File: src/rngdfa_pkg.sv
`default_nettype none

package rngdfa_pkg;

	// field widths of the item and result words
	localparam int MODE_W     = 2;
	localparam int BYTE_W     = 8;
	localparam int STATE_W    = 10;
	localparam int EDGE_IDX_W = 12;
	localparam int BASE_W     = 12;
	localparam int COUNT_W    = 9;

	// span of the edge base field
	localparam int BASE_SPAN = 2 ** BASE_W;

	// bytes at or above this value match no edge
	localparam int ALPHABET = 256;

	// default store depths
	localparam int DEF_NUM_STATES = 1024;
	localparam int DEF_EDGE_DEPTH = 4096;

	typedef enum logic [MODE_W-1:0] {
		MODE_EDGE    = 2'd0,
		MODE_INFO    = 2'd1,
		MODE_RESTART = 2'd2,
		MODE_SCAN    = 2'd3
	} mode_t;

	typedef enum logic [3:0] {
		S_IDLE,
		S_EDGE_WR,
		S_REDUCE,
		S_INFO_RD,
		S_INFO,
		S_WALK,
		S_ACC_RD,
		S_FIN
	} ctrl_state_t;

	typedef struct packed {
		mode_t                 mode;
		logic [BYTE_W-1:0]     byte_value;
		logic [STATE_W-1:0]    state_index;
		logic [EDGE_IDX_W-1:0] edge_index;
		logic [BYTE_W-1:0]     range_start;
		logic [BYTE_W-1:0]     range_end;
		logic [STATE_W-1:0]    target_state;
		logic [BASE_W-1:0]     edge_base;
		logic [COUNT_W-1:0]    edge_count;
		logic                  accepting;
	} item_t;

	typedef struct packed {
		logic [STATE_W-1:0] current_state;
		logic               hit;
		logic               matched;
	} result_t;

	typedef struct packed {
		logic [STATE_W-1:0] target;
		logic [BYTE_W-1:0]  hi;
		logic [BYTE_W-1:0]  lo;
	} edge_t;

	// controller to datapath
	typedef struct packed {
		logic take;
		logic edge_wr;
		logic info_wr;
		logic red_step;
		logic info_rd_cur;
		logic info_rd_next;
		logic walk_init;
		logic walk_step;
		logic fin;
	} cmd_t;

	// datapath to controller
	typedef struct packed {
		logic red_zero;
		logic walk_empty;
		logic walk_done;
		logic out_free;
	} status_t;

endpackage

`default_nettype wire

File: src/rngdfa_ctrl.sv
`default_nettype none

module rngdfa_ctrl (
	input  wire logic                clk,
	input  wire logic                arst_n,
	input  wire logic                item_valid,
	input  wire rngdfa_pkg::mode_t   item_mode,
	output logic                     item_ready,
	input  wire rngdfa_pkg::status_t st,
	output rngdfa_pkg::cmd_t         cmd
);

	import rngdfa_pkg::*;

	ctrl_state_t state_q;
	ctrl_state_t state_d;

	always_ff @(posedge clk or negedge arst_n) begin
		if (!arst_n) begin
			state_q <= S_IDLE;
		end else begin
			state_q <= state_d;
		end
	end

	always_comb begin
		state_d    = state_q;
		cmd        = '0;
		item_ready = 1'b0;
		unique case (state_q)
			S_IDLE: begin
				item_ready = 1'b1;
				if (item_valid) begin
					cmd.take = 1'b1;
					unique case (item_mode)
						MODE_EDGE:    state_d = S_EDGE_WR;
						MODE_INFO:    state_d = S_REDUCE;
						MODE_RESTART: state_d = S_FIN;
						MODE_SCAN:    state_d = S_INFO_RD;
						default:      state_d = S_FIN;
					endcase
				end
			end
			S_EDGE_WR: begin
				cmd.edge_wr = 1'b1;
				state_d     = S_FIN;
			end
			S_REDUCE: begin
				if (st.red_zero) begin
					cmd.info_wr = 1'b1;
					state_d     = S_FIN;
				end else begin
					cmd.red_step = 1'b1;
				end
			end
			S_INFO_RD: begin
				cmd.info_rd_cur = 1'b1;
				state_d         = S_INFO;
			end
			S_INFO: begin
				cmd.walk_init = 1'b1;
				state_d       = st.walk_empty ? S_ACC_RD : S_WALK;
			end
			S_WALK: begin
				cmd.walk_step = 1'b1;
				if (st.walk_done) begin
					state_d = S_ACC_RD;
				end
			end
			S_ACC_RD: begin
				cmd.info_rd_next = 1'b1;
				state_d          = S_FIN;
			end
			S_FIN: begin
				if (st.out_free) begin
					cmd.fin = 1'b1;
					state_d = S_IDLE;
				end
			end
			default: begin
				state_d = S_IDLE;
			end
		endcase
	end

endmodule

`default_nettype wire

File: config.mk
export PLATFORM = sky130hd
export DESIGN_NAME = rngdfa_ctrl
export DESIGN_NICKNAME = d
export VERILOG_FILES = /design/src/rngdfa_pkg.sv /design/src/rngdfa_ctrl.sv
export SDC_FILE = /design/constraint.sdc
export NUM_CORES = 1
export LEC_CHECK = 0
export BUFFER_PORTS_ARGS = -buffer_cell sky130_fd_sc_hd__clkbuf_2
export CAP_MARGIN = 20
export CORE_AREA = 8 8 45 47
export CTS_BUF_LIST = sky130_fd_sc_hd__clkbuf_16
export CTS_CLUSTER_DIAMETER = 100
export CTS_CLUSTER_SIZE = 10
export DETAILED_ROUTE_END_ITERATION = 7
export DIE_AREA = 0 0 53 55
export PLACE_DENSITY_LB_ADDON = 0.25
export SLEW_MARGIN = 20
export SYNTH_ARGS = -nofsm -noshare
export SYNTH_HDL_FRONTEND = slang
export SYNTH_SLANG_ARGS = --single-unit
File: constraint.sdc
create_clock -name clk -period 1.9 [get_ports clk]
set_input_delay 0.38 -clock clk [delete_from_list [all_inputs] [get_ports clk]]
set_output_delay 0.38 -clock clk [all_outputs]
set_load 0.05 [all_outputs]
Word level (Yosys, flattened, before mapping)
Index checks and enable logic that the tools add are counted.

Register bits: 4. Input bits: 9. Output and inout bits: 10. Logic and storage cells: 39.

Eq/ne operators: 14. Mux-type cells: 20. Reductions and logical operators: 4.

Operators by type and width (number): 4-bit one-hot mux with 7 select lines (1); 4-bit by 3-bit == test with 1-bit output (second input constant) (4); 4-bit two-way mux (4); 4-bit one-hot mux with 4 select lines (1); 1-bit two-way mux (12); 4-bit by 2-bit == test with 1-bit output (second input constant) (2); 2-bit inequality test (second input constant) (4); 2-bit == test (second input constant) (2); 4-bit by 1-bit == test with 1-bit output (second input constant) (1); 4-bit zero test (1); 2-bit two-way mux (2); 4-bit AND reduction (1); 2-bit by 1-bit == test with 1-bit output (second input constant) (1); 2-bit zero test (1); 2-bit OR reduction (1).

Depth between registers and ports, before layout
Gate-level depths: netlist (run 1).

Depth after elaboration: 4. Depth in mapped cells: 6. Gate-level depth less buffers: 6.

Least setup slack after synthesis (run 1)
Ideal clock, no wire load.

Path kind: register -> output. From: register state_q[0]. To: output cmd[8] (netlist name). Arrival time: 1.983 ns. Data required time: 1.520 ns. Path slack: -0.463 ns. Cell stages (with the launch flop): 5. Buffers on the path: 0. Cells stage by stage: dfrtp_1 -> inv_1 -> ha_1 -> nor2b_1 -> and2_1.

RTL lines: from (decl) (RTL line rngdfa_ctrl.sv:15) `ctrl_state_t state_q;`; from (signal assigned) (RTL line rngdfa_ctrl.sv:22) `state_q <= state_d;`; to (decl) (RTL line rngdfa_ctrl.sv:10) `output rngdfa_pkg::cmd_t cmd`.

==> impl_results.md, run 1 <==
- Crit path time final: 1.79 ns
- CP cell instances: inv_1 > ha_2 > nor2b_2 > and2_1 > buf_6
- Async set or reset register ratio after synthesis: 100%
- Synthesized net count: 55
- Synth warnings: 0
- Drt via density: 4.34
- Post-synth top area share: 21.7%
- Die Wd: 53 um
- Largest net degree at the start of global routing: 16
- Mean Syn Cell Area: 8.25 sq um
- FF+latch area: 75.1 sq um
- CTS Root Buffer Type: clkbuf_16
- Post-synth EDFFs: 0
- Final hold violations: 0
- Fill count: 150
- Clock sink count: 3
- Worst Hold Class: in -> async
- Final Setup Violations: 0
- Top cells by area, synth: dfrtp_1 22%, ha_1 14%, inv_1 7.6%
- Skew-Pair Late Insertion Delay: 0.22 ns
- Total iterations of the first detailed-routing run: 2
- Total number of vias: 347
- Main synth FF type: dfrtp_1
- Post-synthesis sequential area ratio: 21.7%
- Setup_tns: 0 ns
- Leak Pwr: 0.000300 uW
- Max Clock Skew: 0.000186 ns
- Routed WL: 889 um
- Cts bufs inserted: 3
- Top flop regs: state_q (3)
- Ant diodes: 0
- Max stage delay on crit path: 0.40 ns
- Max-slew violation count: 0
- Type of the worst setup path: reg -> out
- CP Data Required Time: 1.52 ns
- H-tree depth: 1
- CP max FO: 6
- Clock-pin transition on the worst setup and hold timing paths: 0.03 ns
- Initial Util: 25.0%
- Dpl hpwl: 726 um
- Cells after Synth: 42
- Largest register FFs: 3
- Count leader, synth: inv_1
- Initial antenna violation count: 0
- Antenna viol nets, final: 0
- FP Rows: 14
- Worst Setup Start Kind: flip-flop
- #FFs+latches synth: 3
- Total grt overflow: 0
- CORE AREA: 1380 sq um
- Input/output buffers: 18
- Worst setup EP type: output port
- Detailed Route Iter0 Violations: 8
- Outcome: complete, no violations
- Tcrit/Tclk final: 94.5%
- PwrDens: 2180 nW/um^2
- Fmax: 557 MHz
- Slew of the pin with the lowest slew margin: 0.470 ns
- Library cells used by synthesis: 20
- Total GRT Usage: 7.05%
- Share of cells above drive strength 1: 43.8%
- Largest area contributor in the netlist: dfrtp_1
- # IOs: 19
- CTS tree: done
- Area of the multi-input gates: 249 sq um
- First-pass GRT wire length: 1520 um
- Cell Area, Synth: 347 sq um
- CP Data Arrival Time: 1.41 ns
- Synth cell count leaders: 7 x inv_1, 4 x and2_1, 4 x ha_1
- Slew headroom: 68.7%
- Fin nets: 78
- Max-cap violations: 0
- IR Drop Worst-Case VDD: 0.000704 V
- Die height: 55 um
- DRC violations left: 0
- Vias in the first global route: 355
- Slowest CP cell: dfrtp_1
- Tot Pwr: 1220 uW
- Avg WL per Cell: 11.1 um
- Bufs on Longest Clock Path: 2
- Die area: 2920 sq um
- CP top delay family: flip-flops
- Layout area overhead: 61.0%
- CP bufs+invs: 2
- GP Congestion: 0.816
- Most flop-heavy register: state_q
## worst register-to-register path: cells and delay by family, from the launching register on
kind	cells	cell delay (ns)
flip-flops	1	0.39
AO/OA/AOI/OAI	1	0.36
multiplexers	1	0.30
adder cells (fa/ha/maj)	1	0.25
AND/OR/NAND/NOR	1	0.10
buffers and inverters	1	0.09
## through the flow
step | setup slack, ns | instances | hold slack [ns] | util [%] | area, sq um
final | 0.105 | 80 | 0.509 | 40.3 | 558
after global routing | -0.00858 | 80 | 0.525 | 40.3 | 558
after CTS | 0.0103 | 80 | 0.492 | 39.7 | 549
after detailed placement | 0.197 | 75 | 0.183 | 33.1 | 458
after global placement | 0.213 | 75 | 0.183 | 33.1 | 458
after floorplan | -0.182 | 42 | 0.0844 | - | 359
## cell families (layout without fill, tap and decap cells)
logic type,Yosys count,after routing,synth area share (%)
AOI/OAI and AO/OA,8,8,16.2
DFF,3,3,21.7
muxes,2,2,7.22
buffers and inverters,8,30,10.8
and+or+nand+nor,17,17,29.6
adders and majority gates,4,4,14.4
## path summary, 6_finish.rpt
check                                  startpoint                endpoint  slack, ns  cells past startpoint
max in group asynchronous                  arst_n  state_q[0]$_DFFE_PN0P_       1.28                      2
min in group clk           state_q[0]$_DFFE_PN0P_  state_q[0]$_DFFE_PN0P_       0.58                      1
min                                        arst_n  state_q[2]$_DFFE_PN0P_       0.51                      2
max                        state_q[0]$_DFFE_PN0P_                  cmd[8]       0.11                      5
min reg2reg                state_q[0]$_DFFE_PN0P_  state_q[0]$_DFFE_PN0P_       0.58                      1
max reg2reg                state_q[0]$_DFFE_PN0P_  state_q[0]$_DFFE_PN0P_       0.29                      5
## what timing repair did
item                       4_1_cts  5_1_grt
hold endpoints to repair         3        0
gates resized for setup          1        6
buffers inserted                 0        0
setup endpoints to repair        1        4
hold buffers                     1        0
## placed cells by master (no fill, tap or decap), drive strengths merged, types with 3 or more instances in the layout
master  count
nor2b       3
and2        4
dfrtp       3
clkbuf     19
a21oi       3
inv         8
ha          4
## metal layers
metal	wire (um)	vias up	GRT usage, %
met1	391	150	8.04
met5	0	-	0
met4	0	0	3.88
met3	83	0	3.74
li1	-	186	-
met2	414	11	10.4
## power breakdown
group          internal (uW)  switching (uW)  leakage [uW]  total [uW]
combinational            281             448      0.000223         729
sequential               100            63.1     0.0000346         163
clock                    271            54.0     0.0000423         325
total                    652             565      0.000300        1220
## cell type report
| class | instances | area share, % |
|---|---|---|
| Multi-Input combinational cell | 31 | 44.6 |
| Timing Repair Buffer | 19 | 19.5 |
| Sequential cell | 3 | 13.5 |
| Clock buffer | 3 | 13.5 |
| Inverter | 7 | 4.71 |
| Tap cell | 16 | 3.59 |
| Clock inverter | 1 | 0.673 |
Note: power is estimated with default switching activity, not from simulation.
==> run 2: changes to the inputs <==
==> constraint.sdc (replaced) <==
create_clock -name clk -period 1.7 [get_ports clk]
set_input_delay 0.34 -clock clk [delete_from_list [all_inputs] [get_ports clk]]
set_output_delay 0.34 -clock clk [all_outputs]
set_load 0.05 [all_outputs]
==> impl_results.md, run 2 (synthesis gave the netlist of run 1 again) <==
- Cts bufs inserted: 3 (unchanged)
- Largest register FFs: 3 (unchanged)
- Bufs on Longest Clock Path: 2 (unchanged)
- Fin nets: 82 (was 78)
- Gate power share: 64.4% (was 59.9%)
- Dpl hpwl: 734 um (was 726 um)
- CP Data Required Time: 1.36 ns (was 1.52 ns)
- Die height: 55 um (unchanged)
- Initial antenna violation count: 0 (unchanged)
- Worst Hold Class: in -> async (unchanged)
- H-tree depth: 1 (unchanged)
- Max Clock Skew: 0.00155 ns (was 0.000186 ns)
- Max-slew violation count: 0 (unchanged)
- Commonest non-fill, non-tap cell in the layout: clkbuf_2 (unchanged)
- Placed cell area: 468 sq um (was 458 sq um)
- # IOs: 19 (unchanged)
- Layout area overhead: 85.2% (was 61.0%)
- Max-cap violations: 0 (unchanged)
- Routed WL: 986 um (was 889 um)
- PwrDens: 2410 nW/um^2 (was 2180 nW/um^2)
- Clock sink count: 3 (unchanged)
- CP Data Arrival Time: 1.32 ns (was 1.41 ns)
- Crit path time final: 1.66 ns
- Top flop regs: state_q (3) (unchanged)
- CP max FO: 3 (was 6)
- Dpl ws: 0.0864 ns (was 0.197 ns)
- Tcrit/Tclk final: 97.8%
- Input/output buffers: 18 (unchanged)
- Share of power burned in registers: 12.1% (was 13.4%)
- Worst Setup Start Kind: flip-flop (unchanged)
- Most frequent cells in the layout: 10 x clkbuf_2, 6 x inv_1, 5 x buf_4 (was 15 x clkbuf_2, 8 x inv_1, 4 x and2_1)
- Cell Int Power: 858 uW (was 652 uW)
- Type of the worst setup path: reg -> out (unchanged)
- Initial Util: 25.0% (unchanged)
- Total grt overflow: 0 (unchanged)
- Most flop-heavy register: state_q (unchanged)
- Final instance area: 642 sq um (was 558 sq um)
- RSZ-0062 raised after global routing: yes
- Net Sw Power: 689 uW (was 565 uW)
- Fmax: 602 MHz
- CTS Root Buffer Type: clkbuf_16 (unchanged)
- Die area: 2920 sq um (unchanged)
- Antenna viol nets, final: 0 (unchanged)
- Slew of the pin with the lowest slew margin: 0.259 ns (was 0.470 ns)
- Fill count: 131 (was 150)
- Area of the multi-input gates: 272 sq um (was 249 sq um)
- Total number of vias: 377 (was 347)
- Clock power frac: 23.5% (was 26.7%)
- Setup_tns: 0 ns (unchanged)
- Leak Pwr: 0.000329 uW (was 0.000300 uW)
- Clock-pin transition on the worst setup and hold timing paths: 0.03 ns (about the same)
- Slew headroom: 82.5% (was 68.7%)
- Avg WL per Cell: 11.7 um (was 11.1 um)
- FP Rows: 14 (unchanged)
- Vias in the first global route: 393 (was 355)
- Die Wd: 53 um (unchanged)
- Detailed Route Iter0 Violations: 1 (was 8)
- Worst setup EP type: output port (unchanged)
- FF+latch area: 76.3 sq um (was 75.1 sq um)
- Final Setup Violations: 0 (unchanged)
- Largest net degree at the start of global routing: 16 (unchanged)
- Skew-Pair Late Insertion Delay: 0.22 ns (about the same)
- Ant diodes: 0 (unchanged)
- Outcome: complete, no violations (unchanged)
- CORE AREA: 1380 sq um (unchanged)
- IR Drop Worst-Case VDD: 0.000625 V (was 0.000704 V)
- Final hold slack: 0.453 ns (was 0.509 ns)
- First-pass GRT wire length: 1730 um (was 1520 um)
- GP Congestion: 0.713 (was 0.816)
- Total iterations of the first detailed-routing run: 2 (unchanged)
- CTS tree: done (unchanged)
- Total GRT Usage: 7.81% (was 7.05%)
- Switching share of power: 44.5% (was 46.4%)
- Drt via density: 4.49 (was 4.34)
- Share of cells above drive strength 1: 57.4% (was 43.8%)
- DRC violations left: 0 (unchanged)
- Setup ws final: 0.0381 ns (was 0.105 ns)
- Final hold violations: 0 (unchanged)
==> run 2: worst paths after layout <==
| path | slack [ns] | cells after the start | from | to |
|---|---|---|---|---|
| hold / removal | 0.45 | 2 | arst_n | state_q[0]$_DFFE_PN0P_ |
| hold reg to reg | 0.72 | 3 | state_q[1]$_DFFE_PN0P_ | state_q[1]$_DFFE_PN0P_ |
| setup / recovery | 0.04 | 4 | state_q[0]$_DFFE_PN0P_ | cmd[7] |
| max in group asynchronous | 1.12 | 2 | arst_n | state_q[2]$_DFFE_PN0P_ |
| min in group clk | 0.59 | 5 | st[2] | state_q[1]$_DFFE_PN0P_ |
| setup reg to reg | 0.16 | 6 | state_q[1]$_DFFE_PN0P_ | state_q[0]$_DFFE_PN0P_ |
==> run 2: power groups by stage <==
| stage | sequential [uW] | combinational [uW] | clock (uW) |
|---|---|---|---|
| 2_1_floorplan | 147 | 711 | 0 |
| 3_3_place_gp | 189 | 832 | 0 |
| 6_report | 188 | 996 | 363 |
| 4_1_cts | 187 | 953 | 367 |
| 3_5_place_dp | 190 | 824 | 0 |
| 5_1_grt | 197 | 1090 | 372 |
==> run 2: layer usage <==
metal  GRT usage, %  wire length, um  up-vias
li1               -                -      196
met1           7.60              379      174
met2           14.3              539        7
met3           2.94               67        0
met4           3.88                0        0
met5              0                0        -
==> run 2: what timing repair did <==
action                                 in CTS  in global routing
setup endpoints to repair                   8                  6
hold buffers                                1                  0
endpoints found under the hold margin       3                  0
buffers inserted                            2                  1
resized for setup                          14                  9
==> run 2: area by class of cell <==
class	count	area share (%)
Tap cell	16	3.12
Timing Repair Buffer	23	26.3
Inverter	7	4.09
Clock buffer	3	11.7
Multi-Input combinational cell	31	42.3
Sequential cell	3	11.9
Clock inverter	1	0.585
==> run 2: worst max-delay path: stages, from the launching register on <==
cell     delay [ns]
dfrtp_1        0.38
buf_4          0.15
ha_1           0.21
and2b_1        0.17
buf_4          0.19
==> run 2: per-stage QoR <==
stage | power [uW] | std cells | util, %
final | 1550 | 84 | 46.4
after global routing | 1660 | 84 | 46.4
after CTS | 1510 | 83 | 44.9
after detailed placement | 1010 | 76 | 33.8
after global placement | 1020 | 76 | 33.8
after floorplan | 858 | 42 | -
==> run 3: changes to the inputs <==
--- a/config.mk
+++ b/config.mk
@@ -6,9 +6,8 @@
 export NUM_CORES = 1
 export LEC_CHECK = 0
 export BUFFER_PORTS_ARGS = -buffer_cell sky130_fd_sc_hd__clkbuf_2
-export CAP_MARGIN = 20
 export CORE_AREA = 8 8 45 47
-export CTS_BUF_LIST = sky130_fd_sc_hd__clkbuf_16
+export CTS_BUF_LIST = sky130_fd_sc_hd__clkbuf_4
 export CTS_CLUSTER_DIAMETER = 100
 export CTS_CLUSTER_SIZE = 10
 export DETAILED_ROUTE_END_ITERATION = 7
==> impl_results.md, run 3 (synthesis gave the netlist of run 1 again) <==
- Outcome: complete, no violations (unchanged)
- PwrDens: 2200 nW/um^2 (was 2410 nW/um^2)
- Net Sw Power: 677 uW (was 689 uW)
- Die area: 2920 sq um (unchanged)
- Max stage delay on crit path: 0.38 ns (about the same)
- Worst setup path start: state_q[0]$_DFFE_PN0P_ (unchanged)
- Area of the multi-input gates: 288 sq um (was 272 sq um)
- Bufs on Longest Clock Path: 2 (unchanged)
- Drt via density: 4.64 (was 4.49)
- Largest net degree at the start of global routing: 16 (unchanged)
- Commonest non-fill, non-tap cell in the layout: clkbuf_2 (unchanged)
- Slew headroom: 77.9% (was 82.5%)
- Met2 global-route usage: 14.1% (was 14.3%)
- Skew-Pair Late Insertion Delay: 0.24 ns (was 0.22 ns)
- Fmax: 603 MHz (was 602 MHz)
- Avg WL per Cell: 11.0 um (was 11.7 um)
- Final std cells w/o fill: 84 (unchanged)
- # IOs: 19 (unchanged)
- CP Data Required Time: 1.36 ns (about the same)
- Total number of vias: 390 (was 377)
- CP Data Arrival Time: 1.32 ns (about the same)
- FF+latch area: 76.3 sq um (unchanged)
- Die height: 55 um (unchanged)
- Worst Setup Start Kind: flip-flop (unchanged)
- Tcrit/Tclk final: 97.6% (was 97.8%)
- Final hold violations: 0 (unchanged)
- Switching share of power: 49.0% (was 44.5%)
- Total iterations of the first detailed-routing run: 2 (unchanged)
- Clock-pin transition on the worst setup and hold timing paths: 0.04 ns (was 0.03 ns)
- Fill count: 136 (was 131)
- Total grt overflow: 0 (unchanged)
- Worst reg2reg path depth: 6 (unchanged)
- Initial Util: 25.0% (unchanged)
- Met3 usage in global routing: 1.34% (was 2.94%)
- Max Clock Skew: 0.0000902 ns (was 0.00155 ns)
- Type of the worst setup path: reg -> out (unchanged)
- Routed WL: 925 um (was 986 um)
- Input/output buffers: 18 (unchanged)
- Ant diodes: 0 (unchanged)
- Antenna viol nets, final: 0 (unchanged)
- Leak Pwr: 0.000316 uW (was 0.000329 uW)
- Die Wd: 53 um (unchanged)
- Reg-to-Reg End: state_q[0]$_DFFE_PN0P_ (unchanged)
- Largest register FFs: 3 (unchanged)
- Vias in the first global route: 371 (was 393)
- CTS Root Buffer Type: clkbuf_4 (was clkbuf_16)
- Max-slew violation count: 0 (unchanged)
- Share of cells above drive strength 1: 58.8% (was 57.4%)
- Cell Int Power: 706 uW (was 858 uW)
- Crit path time final: 1.66 ns (about the same)
- Setup_tns: 0 ns (unchanged)
- Dpl cells: 76 (unchanged)
- GP Congestion: 0.713 (unchanged)
- Worst Hold Class: in -> async (unchanged)
- Tot Pwr: 1380 uW (was 1550 uW)
- Share of power burned in registers: 14.2% (was 12.1%)
- RSZ-0062 raised after global routing: yes (unchanged)
- FF-to-FF Start: state_q[1]$_DFFE_PN0P_ (unchanged)
- H-tree depth: 1 (unchanged)
- FP Rows: 14 (unchanged)
- Cts bufs inserted: 3 (unchanged)
- CTS tree: done (unchanged)
- Met1 Use GR: 6.09% (was 7.60%)
- CP max FO: 5 (was 3)
- Clock power frac: 10.7% (was 23.5%)
- CP cell instances: inv_2 > ha_2 > nor3b_4 > clkbuf_8 (was buf_4 > ha_1 > and2b_1 > buf_4)
- CORE AREA: 1380 sq um (unchanged)
- Most Crowded Layer GR: met2 (unchanged)
- Max-cap violations: 0 (unchanged)
- Most frequent cells in the layout: 9 x clkbuf_2, 6 x clkbuf_4, 5 x inv_1, 5 x buf_4 (was 10 x clkbuf_2, 6 x inv_1, 5 x buf_4)
- Clock sink count: 3 (unchanged)
- Fin nets: 82 (unchanged)
- Total GRT Usage: 7.05% (was 7.81%)
- Dpl hpwl: 734 um (unchanged)
- Slowest CP cell: dfrtp_1 (unchanged)
- Layout area overhead: 81.2% (was 85.2%)
- Top flop regs: state_q (3) (unchanged)
- Final Setup Violations: 0 (unchanged)
- First-pass GRT wire length: 1570 um (was 1730 um)
- Reg-to-reg slack, setup: 0.18 ns (was 0.16 ns)
- Detailed Route Iter0 Violations: 1 (unchanged)
- Slew of the pin with the lowest slew margin: 0.332 ns (was 0.259 ns)
- DRC violations left: 0 (unchanged)
- Worst setup EP type: output port (unchanged)
- Initial antenna violation count: 0 (unchanged)
- Gate power share: 75.1% (was 64.4%)
- IR Drop Worst-Case VDD: 0.000629 V (was 0.000625 V)
- Most flop-heavy register: state_q (unchanged)
- End of the critical path: cmd[5] (was cmd[7])
- Final Util: 45.4% (was 46.4%)
-- run 3: worst min path at each step --
stage / start / to / slack (ns)
6_report: arst_n / state_q[0]$_DFFE_PN0P_ / 0.44
5_1_grt: arst_n / state_q[2]$_DFFE_PN0P_ / 0.45
4_1_cts: arst_n / state_q[1]$_DFFE_PN0P_ / 0.42
3_5_place_dp: arst_n / state_q[2]$_DFFE_PN0P_ / 0.14
3_3_place_gp: arst_n / state_q[2]$_DFFE_PN0P_ / 0.14
2_1_floorplan: arst_n / state_q[0]$_DFFE_PN0P_ / 0.04
-- run 3: final cells by class --
cell class / count / share of cell area [%]
Timing Repair Buffer: 23 / 29.9
Tap cell: 16 / 3.19
Inverter: 7 / 4.18
Multi-Input combinational cell: 31 / 45.8
Clock buffer: 4 / 4.78
Sequential cell: 3 / 12.2
-- run 3: metal layers --
layer  up-vias  share of wire [%]
met1       183                 33
met2        10                 57
met4         0                2.5
li1        194                  -
met5         -                  0
met3         3                6.5
-- run 3: power groups by stage --
stage	clock network (uW)	logic, uW	registers (uW)
after floorplan	0	711	147
after CTS	153	962	188
after global placement	0	832	189
final	148	1040	197
after detailed placement	0	824	190
after global routing	159	1120	207
-- run 3: repair_timing --
item                       in CTS  in global routing
setup endpoints to repair       9                  9
resized for setup              17                 15
hold buffers                    1                  0
buffers inserted                2                  1
hold endpoints to repair        3                  0
-- run 3: stage by stage --
step | area, sq um | hold WS, ns | worst slack, ns
after floorplan | 362 | 0.0444 | -0.342
after global placement | 468 | 0.138 | 0.0799
after detailed placement | 468 | 0.137 | 0.0864
after CTS | 584 | 0.422 | -0.00689
after global routing | 628 | 0.451 | -0.0169
final | 628 | 0.441 | 0.0405
-- run 3: critical path: cells and delay by family (launching register included) --
kind	cells	cell delay (ns)
buffers and inverters	2	0.30
flip-flops	1	0.38
adder cells (fa/ha/maj)	1	0.21
AND/OR/NAND/NOR	1	0.19
